File: src/sv/otfr_pkg.sv
// otfr_pkg: shared constants, font tables and control/status types for the
// oled text framebuffer refresh block
// depends on nothing; used by every other file of the block but otfr_ram
package otfr_pkg;

    // display geometry
    localparam int COLUMNS     = 128;
    localparam int PAGES       = 8;
    localparam int FRAME_DEPTH = COLUMNS * PAGES;
    localparam int ADDR_W      = $clog2(FRAME_DEPTH);
    localparam int PAGE_W      = (PAGES > 1) ? $clog2(PAGES) : 1;
    localparam int PAGE_SPAN   = COLUMNS + 3;
    localparam int OFF_W       = $clog2(PAGE_SPAN);

    // text cursor and row widths
    localparam int CUR_W = 10;
    localparam int ROW_W = 8;
    localparam int CH_W  = 8;
    localparam int X_W   = 9;

    // draw sequencing: six columns, two pages each
    localparam int GLYPH_COLS   = 6;
    localparam int DRAW_STEPS   = GLYPH_COLS * 2;
    localparam int CHAR_ADVANCE = 6;

    // request kinds
    localparam logic [1:0] FN_CLEAR   = 2'd0;
    localparam logic [1:0] FN_BEGIN   = 2'd1;
    localparam logic [1:0] FN_CHAR    = 2'd2;
    localparam logic [1:0] FN_REFRESH = 2'd3;

    // refresh stream command bytes
    localparam logic [7:0] CMD_PAGE_BASE   = 8'hB0;
    localparam logic [7:0] CMD_COL_HI_BASE = 8'h10;
    localparam logic [3:0] NIBBLE_MASK     = 4'hF;
    localparam logic [6:0] COL_OFFSET_RST  = 7'd2;

    // stream offsets inside one page span
    localparam logic [OFF_W-1:0] OFF_PAGE_CMD = OFF_W'(0);
    localparam logic [OFF_W-1:0] OFF_COL_LO   = OFF_W'(1);
    localparam logic [OFF_W-1:0] OFF_COL_HI   = OFF_W'(2);
    localparam logic [OFF_W-1:0] OFF_DATA     = OFF_W'(3);
    localparam logic [OFF_W-1:0] OFF_LAST     = OFF_W'(PAGE_SPAN - 1);

    // 5x7 font
    localparam int GLYPH_COUNT = 22;
    localparam int GLYPH_W     = $clog2(GLYPH_COUNT);
    localparam logic [GLYPH_W-1:0] GLYPH_SPACE = GLYPH_W'(GLYPH_COUNT - 1);

    localparam logic [7:0] FONT_CODES [GLYPH_COUNT] = '{
        8'h41, 8'h43, 8'h45, 8'h47, 8'h49, 8'h4B, 8'h4E, 8'h4F, 8'h52, 8'h53, 8'h54,
        8'h55, 8'h57, 8'h65, 8'h67, 8'h72, 8'h73, 8'h74, 8'h75, 8'h3A, 8'h5F, 8'h20
    };

    localparam logic [7:0] FONT_ROWS [GLYPH_COUNT][5] = '{
        '{8'h7E, 8'h11, 8'h11, 8'h11, 8'h7E},   // A
        '{8'h3E, 8'h41, 8'h41, 8'h41, 8'h22},   // C
        '{8'h7F, 8'h49, 8'h49, 8'h49, 8'h41},   // E
        '{8'h3E, 8'h41, 8'h49, 8'h49, 8'h7A},   // G
        '{8'h00, 8'h41, 8'h7F, 8'h41, 8'h00},   // I
        '{8'h7F, 8'h08, 8'h14, 8'h22, 8'h41},   // K
        '{8'h7F, 8'h02, 8'h04, 8'h08, 8'h7F},   // N
        '{8'h3E, 8'h41, 8'h41, 8'h41, 8'h3E},   // O
        '{8'h7F, 8'h09, 8'h19, 8'h29, 8'h46},   // R
        '{8'h46, 8'h49, 8'h49, 8'h49, 8'h31},   // S
        '{8'h01, 8'h01, 8'h7F, 8'h01, 8'h01},   // T
        '{8'h3F, 8'h40, 8'h40, 8'h40, 8'h3F},   // U
        '{8'h7F, 8'h20, 8'h18, 8'h20, 8'h7F},   // W
        '{8'h38, 8'h54, 8'h54, 8'h54, 8'h18},   // e
        '{8'h18, 8'hA4, 8'hA4, 8'hA4, 8'h7C},   // g
        '{8'h7C, 8'h08, 8'h04, 8'h04, 8'h08},   // r
        '{8'h48, 8'h54, 8'h54, 8'h54, 8'h24},   // s
        '{8'h04, 8'h3F, 8'h44, 8'h40, 8'h20},   // t
        '{8'h3C, 8'h40, 8'h40, 8'h20, 8'h7C},   // u
        '{8'h00, 8'h36, 8'h36, 8'h00, 8'h00},   // colon
        '{8'h40, 8'h40, 8'h40, 8'h40, 8'h40},   // underscore
        '{8'h00, 8'h00, 8'h00, 8'h00, 8'h00}    // space
    };

    // unknown codes fall back to space
    function automatic logic [GLYPH_W-1:0] font_index(input logic [CH_W-1:0] code);
        logic [GLYPH_W-1:0] idx;
        idx = GLYPH_SPACE;
        for (int i = GLYPH_COUNT - 1; i >= 0; i--)
        begin
            if (FONT_CODES[i] == code)
            begin
                idx = GLYPH_W'(i);
            end
        end
        return idx;
    endfunction

    // sixth column is the blank spacer
    function automatic logic [7:0] glyph_column(input logic [GLYPH_W-1:0] g,
                                                input logic [2:0] col);
        logic [7:0] bits;
        bits = 8'h00;
        if (col < 3'd5)
        begin
            bits = FONT_ROWS[g][col];
        end
        return bits;
    endfunction

    // controller to datapath commands
    typedef struct packed {
        logic load_str;
        logic load_char;
        logic cnt_clr;
        logic clr_wr;
        logic draw_rd;
        logic draw_wr;
        logic cur_adv;
        logic ref_rd;
        logic ref_load;
    } ctl_t;

    // datapath to controller status
    typedef struct packed {
        logic draw_ok;
        logic cnt_last_clr;
        logic cnt_last_draw;
        logic out_free;
    } sts_t;

endpackage

File: src/sv/otfr_ctrl.sv
// otfr_ctrl: request sequencer for clear sweep, character draw and refresh pull
// depends on otfr_pkg (ctl_t, sts_t, request kinds)
module otfr_ctrl (
    input  logic            clk,
    input  logic            rst_n,
    input  logic            s_tvalid,
    output logic            s_tready,
    input  logic [1:0]      func,
    input  otfr_pkg::sts_t  sts,
    output otfr_pkg::ctl_t  ctl
);

    typedef enum logic [2:0] {
        ST_CLEAR,
        ST_IDLE,
        ST_DRAW,
        ST_DRAW_END,
        ST_REF_WAIT
    } state_t;

    state_t state_reg;
    state_t state_next;
    logic   ready_reg;
    logic   accept;

    assign accept   = s_tvalid && ready_reg;
    assign s_tready = ready_reg;

    always_comb
    begin
        state_next = state_reg;
        ctl        = '0;
        case (state_reg)
            ST_IDLE:
            begin
                if (accept)
                begin
                    case (func)
                        otfr_pkg::FN_CLEAR:
                        begin
                            ctl.cnt_clr = 1'b1;
                            state_next  = ST_CLEAR;
                        end
                        otfr_pkg::FN_BEGIN:
                        begin
                            ctl.load_str = 1'b1;
                        end
                        otfr_pkg::FN_CHAR:
                        begin
                            ctl.load_char = 1'b1;
                            ctl.cnt_clr   = 1'b1;
                            if (sts.draw_ok)
                            begin
                                state_next = ST_DRAW;
                            end
                            else
                            begin
                                ctl.cur_adv = 1'b1;
                            end
                        end
                        otfr_pkg::FN_REFRESH:
                        begin
                            ctl.ref_rd = 1'b1;
                            state_next = ST_REF_WAIT;
                        end
                        default:
                        begin
                            state_next = ST_IDLE;
                        end
                    endcase
                end
            end
            ST_CLEAR:
            begin
                ctl.clr_wr = 1'b1;
                if (sts.cnt_last_clr)
                begin
                    state_next = ST_IDLE;
                end
            end
            ST_DRAW:
            begin
                ctl.draw_rd = 1'b1;
                ctl.draw_wr = 1'b1;
                if (sts.cnt_last_draw)
                begin
                    state_next = ST_DRAW_END;
                end
            end
            ST_DRAW_END:
            begin
                ctl.draw_wr = 1'b1;
                ctl.cur_adv = 1'b1;
                state_next  = ST_IDLE;
            end
            ST_REF_WAIT:
            begin
                if (sts.out_free)
                begin
                    ctl.ref_load = 1'b1;
                    state_next   = ST_IDLE;
                end
            end
            default:
            begin
                state_next = ST_IDLE;
            end
        endcase
    end

    always_ff @(posedge clk or negedge rst_n)
    begin
        if (!rst_n)
        begin
            state_reg <= ST_CLEAR;
            ready_reg <= 1'b0;
        end
        else
        begin
            state_reg <= state_next;
            ready_reg <= (state_next == ST_IDLE);
        end
    end

`ifndef SYNTHESIS
    a_clear_ends_idle: assert property (@(posedge clk) disable iff (!rst_n)
        (state_reg == ST_CLEAR && sts.cnt_last_clr) |=> (state_reg == ST_IDLE && s_tready))
        else $error("clear sweep did not return to idle");

    a_load_needs_room: assert property (@(posedge clk) disable iff (!rst_n)
        ctl.ref_load |-> sts.out_free)
        else $error("refresh byte loaded over a pending output");

    a_draw_twelve: assert property (@(posedge clk) disable iff (!rst_n)
        (state_reg == ST_DRAW && sts.cnt_last_draw) |=> state_reg == ST_DRAW_END)
        else $error("draw burst did not close after last step");

    a_busy_not_ready: assert property (@(posedge clk) disable iff (!rst_n)
        (ctl.clr_wr || ctl.draw_rd || ctl.ref_load) |-> !s_tready)
        else $error("request taken while a sequence was running");
`endif

endmodule

File: config.mk
export PLATFORM = sky130hd
export DESIGN_NAME = otfr_ctrl
export DESIGN_NICKNAME = d
export VERILOG_FILES = /design/src/sv/otfr_pkg.sv /design/src/sv/otfr_ctrl.sv
export SDC_FILE = /design/constraint.sdc
export NUM_CORES = 1
export LEC_CHECK = 0
export ABC_CLOCK_PERIOD_IN_PS = 1400
export BUFFER_PORTS_ARGS = -buffer_cell sky130_fd_sc_hd__buf_4
export CORE_AREA = 8 8 45 47
export CTS_BUF_LIST = sky130_fd_sc_hd__clkbuf_8
export CTS_CLUSTER_DIAMETER = 150
export DETAILED_ROUTE_END_ITERATION = 10
export DIE_AREA = 0 0 53 55
export PLACE_DENSITY = 0.52
export SLEW_MARGIN = 0
export SYNTH_ARGS = -nofsm -noshare
export SYNTH_HDL_FRONTEND = slang
export SYNTH_SLANG_ARGS = --single-unit
File: constraint.sdc
create_clock -name clk -period 1.4 [get_ports clk]
set_input_delay 0.28 -clock clk [delete_from_list [all_inputs] [get_ports clk]]
set_output_delay 0.28 -clock clk [all_outputs]
set_load 0.01 [all_outputs]
# ---- Word-level counts from Yosys, hierarchy flattened
# Cells that the tools add are included.
dict set report totals {
  latchBits 0
  mem_bits_rw 0
  mem_count 0
  romBits 0
  reg_bits 4
}
dict set report classes {
  shifts 0
  multipliers 0
  n_mux 23
  order_cmp 0
  reduce_logical 5
  bitwise 0
  n_div 0
  n_eq_ne 8
  n_addsub 0
}
# cell n
set ops {}
lappend ops {{2-to-1 mux 3 bit} 7}
lappend ops {{2-to-1 mux 1 bit} 12}
lappend ops {{case mux 3 bit (4 select lines)} 1}
lappend ops {{case mux 3 bit (3 select lines)} 1}
lappend ops {{== test 3 x 1 -> 1 bit (second input constant)} 2}
lappend ops {{== test 3 x 2 -> 1 bit (second input constant)} 2}
lappend ops {{== test 2 bit (second input constant)} 2}
lappend ops {{OR reduction 2 bit} 2}
lappend ops {{== test 3 bit (second input constant)} 1}
lappend ops {{zero test 3 bit} 1}
lappend ops {{== test 2 x 1 -> 1 bit (second input constant)} 1}
lappend ops {{zero test 2 bit} 1}
lappend ops {{2-to-1 mux 2 bit} 1}
lappend ops {{case mux 1 bit (2 select lines)} 1}
lappend ops {{logical AND 1 bit} 1}

# ---- Logic depth before layout (Yosys ltp)
# Gate-level depths: netlist of the first run.
dict set report logic_depth {
  depth_word 5
  mapped_depth 3
  depth_no_buf 3
}

# ---- Least setup slack after synthesis of the first run
# Ideal clock, no wire load.
dict set report synth_timing {
  path_type {flip-flop to output port}
  from {reg state_reg[2]}
  to {out ctl[7] (netlist name)}
  arrival_ps 1170
  path_buffers 0
  required_ps 1120
  path_stages_with_launch 4
  slack_ps -50
  path_cell_list {dfrtp_1 > and4bb_2 > nand2_1 > nor3b_1}
}
# element line
set synth_lines {}
lappend synth_lines {{from (decl)} otfr_ctrl.sv:21} ;# state_t state_reg;
lappend synth_lines {{from (signal assigned)} otfr_ctrl.sv:120} ;# state_reg <= state_next;
lappend synth_lines {{to (decl)} otfr_ctrl.sv:10} ;# output otfr_pkg::ctl_t ctl

==> flow_summary_export.csv, run 1 <==
group,metric,value,unit
placed_design,port_buffers,18,
pwr,seqPwrFrac,0.245,
logic_synthesis,yosysWarnings,0,
logic_synthesis,ys_seq_area_frac,0.369,
pwr,power.density,1340,nW/um2
placed_design,dpl_cell_area,469,um2
final_layout,syn2layout_area_growth,112,%
worst_hold_path,hold_path_class,"in -> reg",
critical_path,cp-end-kind,"output pin",
floorplanning,core-area,1380,um2
drt,wl_per_cell,11.7,um
sta,worst_slew_pin_slew,0.487,ns
clocking,cts_sinks,4,
logic_synthesis,yosysMostFrequentCell,"dfrtp_1",
pwr,leakage,0.273,nW
logic_synthesis,synth_top_area_share,0.369,
sta,fin_skew,0.000138,ns
sta,period_needed,1.57,ns
drt,drtIter0Drc,7,
clocking,cts_buffers,3,
logic_synthesis,synth_area_per_cell,9.70,um2
sta,setup_tns,-1.19,ns
pwr,intPower,529,uW
status,status,"complete, but fails checks",
clocking,cts_tree,"yes",
floorplanning,rows,14,
critical_path,startpoint_type,"flip-flop",
logic_synthesis,async_reset_ff_frac,1.00,
grt,grt_max_degree,8,
critical_path,path_class,"reg -> out",
critical_path,path_cells,"and4bb_2, nand2_4, nor3b_2, buf_4",
floorplanning,initial_core_util,0.196,
clocking,cts-htree-levels,1,
pwr,p_clk_frac,0.309,
pwr,power,767,uW
final_layout,final_area,574,um2
placed_design,gp_congestion,0.681,
floorplanning,io_pins,19,
sta,fin_crit_sh,1.12,
critical_path,path_buf_inv,1,
logic_synthesis,synthTopCellsByArea,"dfrtp_1, and4bb_2, nor3b_2",
critical_path,critPathArrivalTime,1.29,ns
logic_synthesis,synth_cell_types,19,
grt,grt_first_pass_wirelength,1390,um
drt,detail_route.first_pass.iterations,4,
pwr,switching_share,0.311,
logic_synthesis,synth-edff-count,0,
clocking,cts_buffer_depth,2,
sta,hold_viol_final,0,
logic_synthesis,yosys-top-cells-count,"dfrtp_1, nand2_1, nor2_1",
sta,rsz0062_at_grt,"true",
critical_path,cp_top_family,"simple AND/OR/NAND/NOR gates",
grt,first_global_vias,340,
grt,grt_overflow,0,
drt,routed_via_density,4.47,
sta,setup_viol,12,
logic_synthesis,ys.flop_type,"dfrtp_1",
final_layout,largest_reg_flops,3,
floorplanning,die_area,2920,um2
sta,hold-worst-slack,0.351,ns
final_layout,final_util,0.415,
critical_path,crit_slowest_cell,"dfrtp_1",
critical_path,required,1.12,ns
logic_synthesis,syn-num-nets,37,
pwr,pwr-share-comb,0.445,
job,cap_violations,0,
logic_synthesis,postSynthCellCount,28,
logic_synthesis,synth.cell_area,272,um2
drt,ant_nets,0,
sta,drv_slew,0,
status,violations,"negative setup slack",
final_layout,diodes,0,
logic_synthesis,yosys.area.top_type,"dfrtp_1",
drt,post-route-drc-count,0,
clocking,clockRootBuffer,"clkbuf_8",
sta,timing.slew.headroom,0.673,
critical_path,slowest_delay,0.36,ns
floorplanning,die_h,55,um
sta,fmax,639,MHz
final_layout,nets,69,
final_layout,fillers,143,
pwr,vdd_ir_drop_max,1030,uV
grt,track_usage,0.0647,
logic_synthesis,ys_ff_latch,4,
floorplanning,die_w,53,um
drt,wirelength,867,um
pwr,power.switching,239,uW
clocking,clkTransAtPathRegs,0.03,ns
grt,antenna_found_initial,0,
critical_path,cp_max_fo,7,
sta,setup_slack,-0.166,ns
drt,vias,331,
placed_design,hpwl,693,um
clocking,clk_latency,0.21,ns
final_layout,drive_gt1_frac,0.690,
-- worst reg2reg max path, stage by stage, from the launching register on --
cell and delay [ns]:
dfrtp_1 0.36, buf_4 0.13, buf_6 0.11, or4b_1 0.53, o31ai_1 0.16, nor3b_2 0.09
-- final timing paths --
kind / slack (ns) / startpoint / endpoint / cells after the start
min in group asynchronous: 0.40 / rst_n / state_reg[1]$_DFF_PN0_ / 2
setup / recovery: -0.17 / state_reg[2]$_DFF_PN0_ / ctl[7] / 4
max in group asynchronous: 0.89 / rst_n / state_reg[0]$_DFF_PN0_ / 2
hold reg to reg: 0.68 / state_reg[0]$_DFF_PN0_ / state_reg[1]$_DFF_PN0_ / 2
hold / removal: 0.35 / sts[3] / state_reg[1]$_DFF_PN0_ / 3
setup reg to reg: -0.11 / state_reg[1]$_DFF_PN0_ / s_tready$_DFF_PN0_ / 5
-- metal layers --
metal,up-vias,wire length (um),GRT usage
li1,163,-,-
met2,19,379,0.0977
met3,0,147,0.0615
met4,0,0,0.0129
met5,-,0,0
met1,149,341,0.0643
-- per-stage QoR --
stage | std cells | setup WS (ns)
after detailed placement | 67 | -0.0400
after floorplan | 28 | 0.0301
after CTS | 73 | -0.181
final | 74 | -0.166
after global routing | 74 | -0.225
after global placement | 67 | -0.0349
-- cell usage in the layout, fill, tap and decap left out, drive strengths merged, types with 2 or more instances in the layout --
cell type	Yosys	routed
dfrtp	4	4
nor2	3	3
o21ai	2	2
nor2b	2	2
clkbuf	0	3
nand2	3	3
nor3b	2	2
and4bb	2	2
buf	0	26
-- power by group through the flow --
stage                     clock network [mW]  registers [mW]  logic (mW)
final                                  0.238           0.188       0.342
after global routing                   0.259           0.193       0.376
after CTS                              0.247           0.191       0.339
after detailed placement                   0           0.181       0.308
after global placement                     0           0.184       0.308
after floorplan                            0           0.187       0.136
-- cell type report --
class,instances,area [um2],share of cell area
Timing Repair Buffer,27,216,0.377
Multi-Input combinational cell,24,195,0.340
Sequential cell,4,101,0.176
Clock buffer,3,41.3,0.0719
Tap cell,16,20.0,0.0349
-- what timing repair did --
action,in CTS,in global routing
hold buffers,1,0
hold endpoints to repair,4,0
endpoints found under the setup margin,9,12
pin swaps,5,3
setup buffers,2,2
resized for setup,8,2
-- cell families (layout without fill, tap and decap cells) --
family                 Yosys count  after routing  share of synthesized area
buffers and inverters            0             30                          0
flip-flops                       4              4                      0.369
AND/OR/NAND/NOR                 19             19                      0.498
multiplexers                     1              1                     0.0415
AO/OA/AOI/OAI                    4              4                     0.0922
Power figures use the tool's default switching activity.
==> run 2: changes to the inputs <==
==> constraint.sdc (replaced) <==
create_clock -name clk -period 1.4 [get_ports clk]
set_input_delay 0.21 -clock clk [delete_from_list [all_inputs] [get_ports clk]]
set_output_delay 0.21 -clock clk [all_outputs]
set_load 0.01 [all_outputs]
==> run 2 against run 1 <==
Against the previous run: the flow still finishes with violations (negative setup slack); total power up 5.5%; via count stayed put; sequential share of layout area fell by 0.95 points; clock power is essentially flat; setup slack improved by 0.047 ns; register-to-register slack improved by 0.06 ns; global-route usage is 0.93 points higher; largest power group unchanged; highest routed layer is now met4.
==> flow_summary_export.csv, run 2 (synthesis gave the netlist of run 1 again) <==
group,metric,value,unit
clocking,cts-htree-levels,1,
critical_path,startpoint_type,"flip-flop",
floorplanning,core-area,1380,um2
final_layout,layout_common_cells,"buf_4, dfrtp_1, nor2_1, clkbuf_8",
placed_design,dpl_cell_area,464,um2
drt,vias,331,
worst_hold_path,whs_endpoint,"state_reg[1]$_DFF_PN0_",
sta,fmax,658,MHz
floorplanning,die_h,55,um
pwr,vdd_ir_drop_max,689,uV
critical_path,rr_endpoint,"s_tready$_DFF_PN0_",
grt,antenna_found_initial,0,
drt,routed_via_density,4.41,
sta,hold-worst-slack,0.281,ns
placed_design,hpwl,688,um
critical_path,crit_slowest_cell,"dfrtp_1",
clocking,cts_buffer_depth,2,
placed_design,gp_congestion,0.670,
final_layout,diodes,0,
floorplanning,die_w,53,um
sta,drv_slew,0,
clocking,clk_latency,0.22,ns
worst_hold_path,hold_path_class,"in -> reg",
clocking,cts_tree,"yes",
critical_path,critPathArrivalTime,1.31,ns
critical_path,r2r_setup_slack,-0.05,ns
sta,fin_skew,0.000865,ns
clocking,cts_sinks,4,
clocking,cts_buffers,3,
drt,detail_route.first_pass.iterations,2,
drt,wl_per_cell,12.4,um
critical_path,rr_worst_depth,6,
pwr,power.density,1350,nW/um2
critical_path,cp_max_fo,7,
clocking,clkTransAtPathRegs,0.03,ns
sta,setup_viol,11,
pwr,leakage,0.285,nW
critical_path,cp-end-kind,"output pin",
sta,worst_slew_pin_slew,0.226,ns
grt,grt_overflow,0,
sta,hold_viol_final,0,
critical_path,path_class,"reg -> out",
final_layout,syn2layout_area_growth,121,%
final_layout,nets,70,
critical_path,required,1.19,ns
floorplanning,die_area,2920,um2
worst_hold_path,hp-start,"sts[3]",
clocking,clockRootBuffer,"clkbuf_8",
placed_design,port_buffers,18,
critical_path,path_cells,"and4bb_2, nand2_4, nor3b_2, buf_4",
sta,timing.slew.headroom,0.849,
critical_path,slowest_delay,0.37,ns
floorplanning,initial_core_util,0.196,
floorplanning,io_pins,19,
floorplanning,rows,14,
grt,grt_max_degree,8,
drt,ant_nets,0,
grt,track_usage,0.0740,
drt,post-route-drc-count,0,
final_layout,final_area,599,um2
final_layout,largest_reg_flops,3,
sta,rsz0062_at_grt,"true",
grt,grt_first_pass_wirelength,1530,um
sta,period_needed,1.52,ns
final_layout,drive_gt1_frac,0.729,
job,cap_violations,0,
sta,setup_slack,-0.119,ns
pwr,power,810,uW
sta,setup_tns,-0.668,ns
drt,wirelength,930,um
status,status,"complete, but fails checks",
grt,first_global_vias,359,
worst_hold_path,min_path_cells,3,
sta,fin_crit_sh,1.08,
final_layout,final_util,0.433,
final_layout,final_common_cell,"buf_4",
drt,drtIter0Drc,3,
critical_path,r2r-start,"state_reg[1]$_DFF_PN0_",
status,violations,"negative setup slack",
## run 2: changes by cell type in the layout (fill, tap and decap cells not counted)
cell     delta
buf_4       +2
buf_6       -1
dfrtp_1     +1
dfrtp_2     -1
nor3_1      -1
nor3_2      +1
o31ai_1     -1
o31ai_4     +1
or4b_1      -1
or4b_4      +1
## run 2: worst max-delay path by stage
stage | startpoint | end | depth (start not counted)
after detailed placement | state_reg[1]$_DFF_PN0_ | s_tready$_DFF_PN0_ | 4
after global routing | state_reg[2]$_DFF_PN0_ | ctl[7] | 4
final | state_reg[1]$_DFF_PN0_ | ctl[7] | 4
after global placement | state_reg[1]$_DFF_PN0_ | s_tready$_DFF_PN0_ | 4
after CTS | state_reg[1]$_DFF_PN0_ | ctl[7] | 4
after floorplan | state_reg[2]$_DFF_PN0_ | ctl[7] | 3
## run 2: area by class of cell
class / count / area [um2]
well taps: 16 / 20.0
repair buffers: 28 / 220
fillers: 139 / 785
clock buffers: 3 / 41.3
flip-flops and latches: 4 / 100
multi-input cells: 24 / 218
## run 2: report_power, final
group          switching, mW  internal, mW
Clock                 0.0569         0.183
Combinational          0.186         0.216
Sequential            0.0184         0.150
## run 2: layer usage
layer | routed length, um | vias to the layer above | global-route usage
met4 | 11 | 0 | 0.0388
li1 | - | 166 | -
met5 | 0 | - | 0
met3 | 131 | 2 | 0.0615
met1 | 353 | 147 | 0.0766
met2 | 434 | 16 | 0.104
## run 2: critical path: cells and delay by family (launching register included)
kind | cells | cell delay [ns]
flip-flops | 1 | 0.37
AND/OR/NAND/NOR | 3 | 0.58
buffers and inverters | 1 | 0.14
## run 2: metrics by stage
stage,instances,worst slack (ns)
6_report,75,-0.119
5_1_grt,75,-0.199
4_1_cts,73,-0.117
3_5_place_dp,67,0.00850
3_3_place_gp,67,0.0152
2_1_floorplan,28,0.0197
## run 2: timing repair
| item | 4_1_cts | 5_1_grt |
|---|---|---|
| setup endpoints to repair | 7 | 11 |
| pin swaps | 3 | 5 |
| buffers inserted | 2 | 2 |
| hold endpoints to repair | 4 | 0 |
| resized for setup | 7 | 6 |
| cloned | 0 | 0 |
| hold buffers | 1 | 0 |
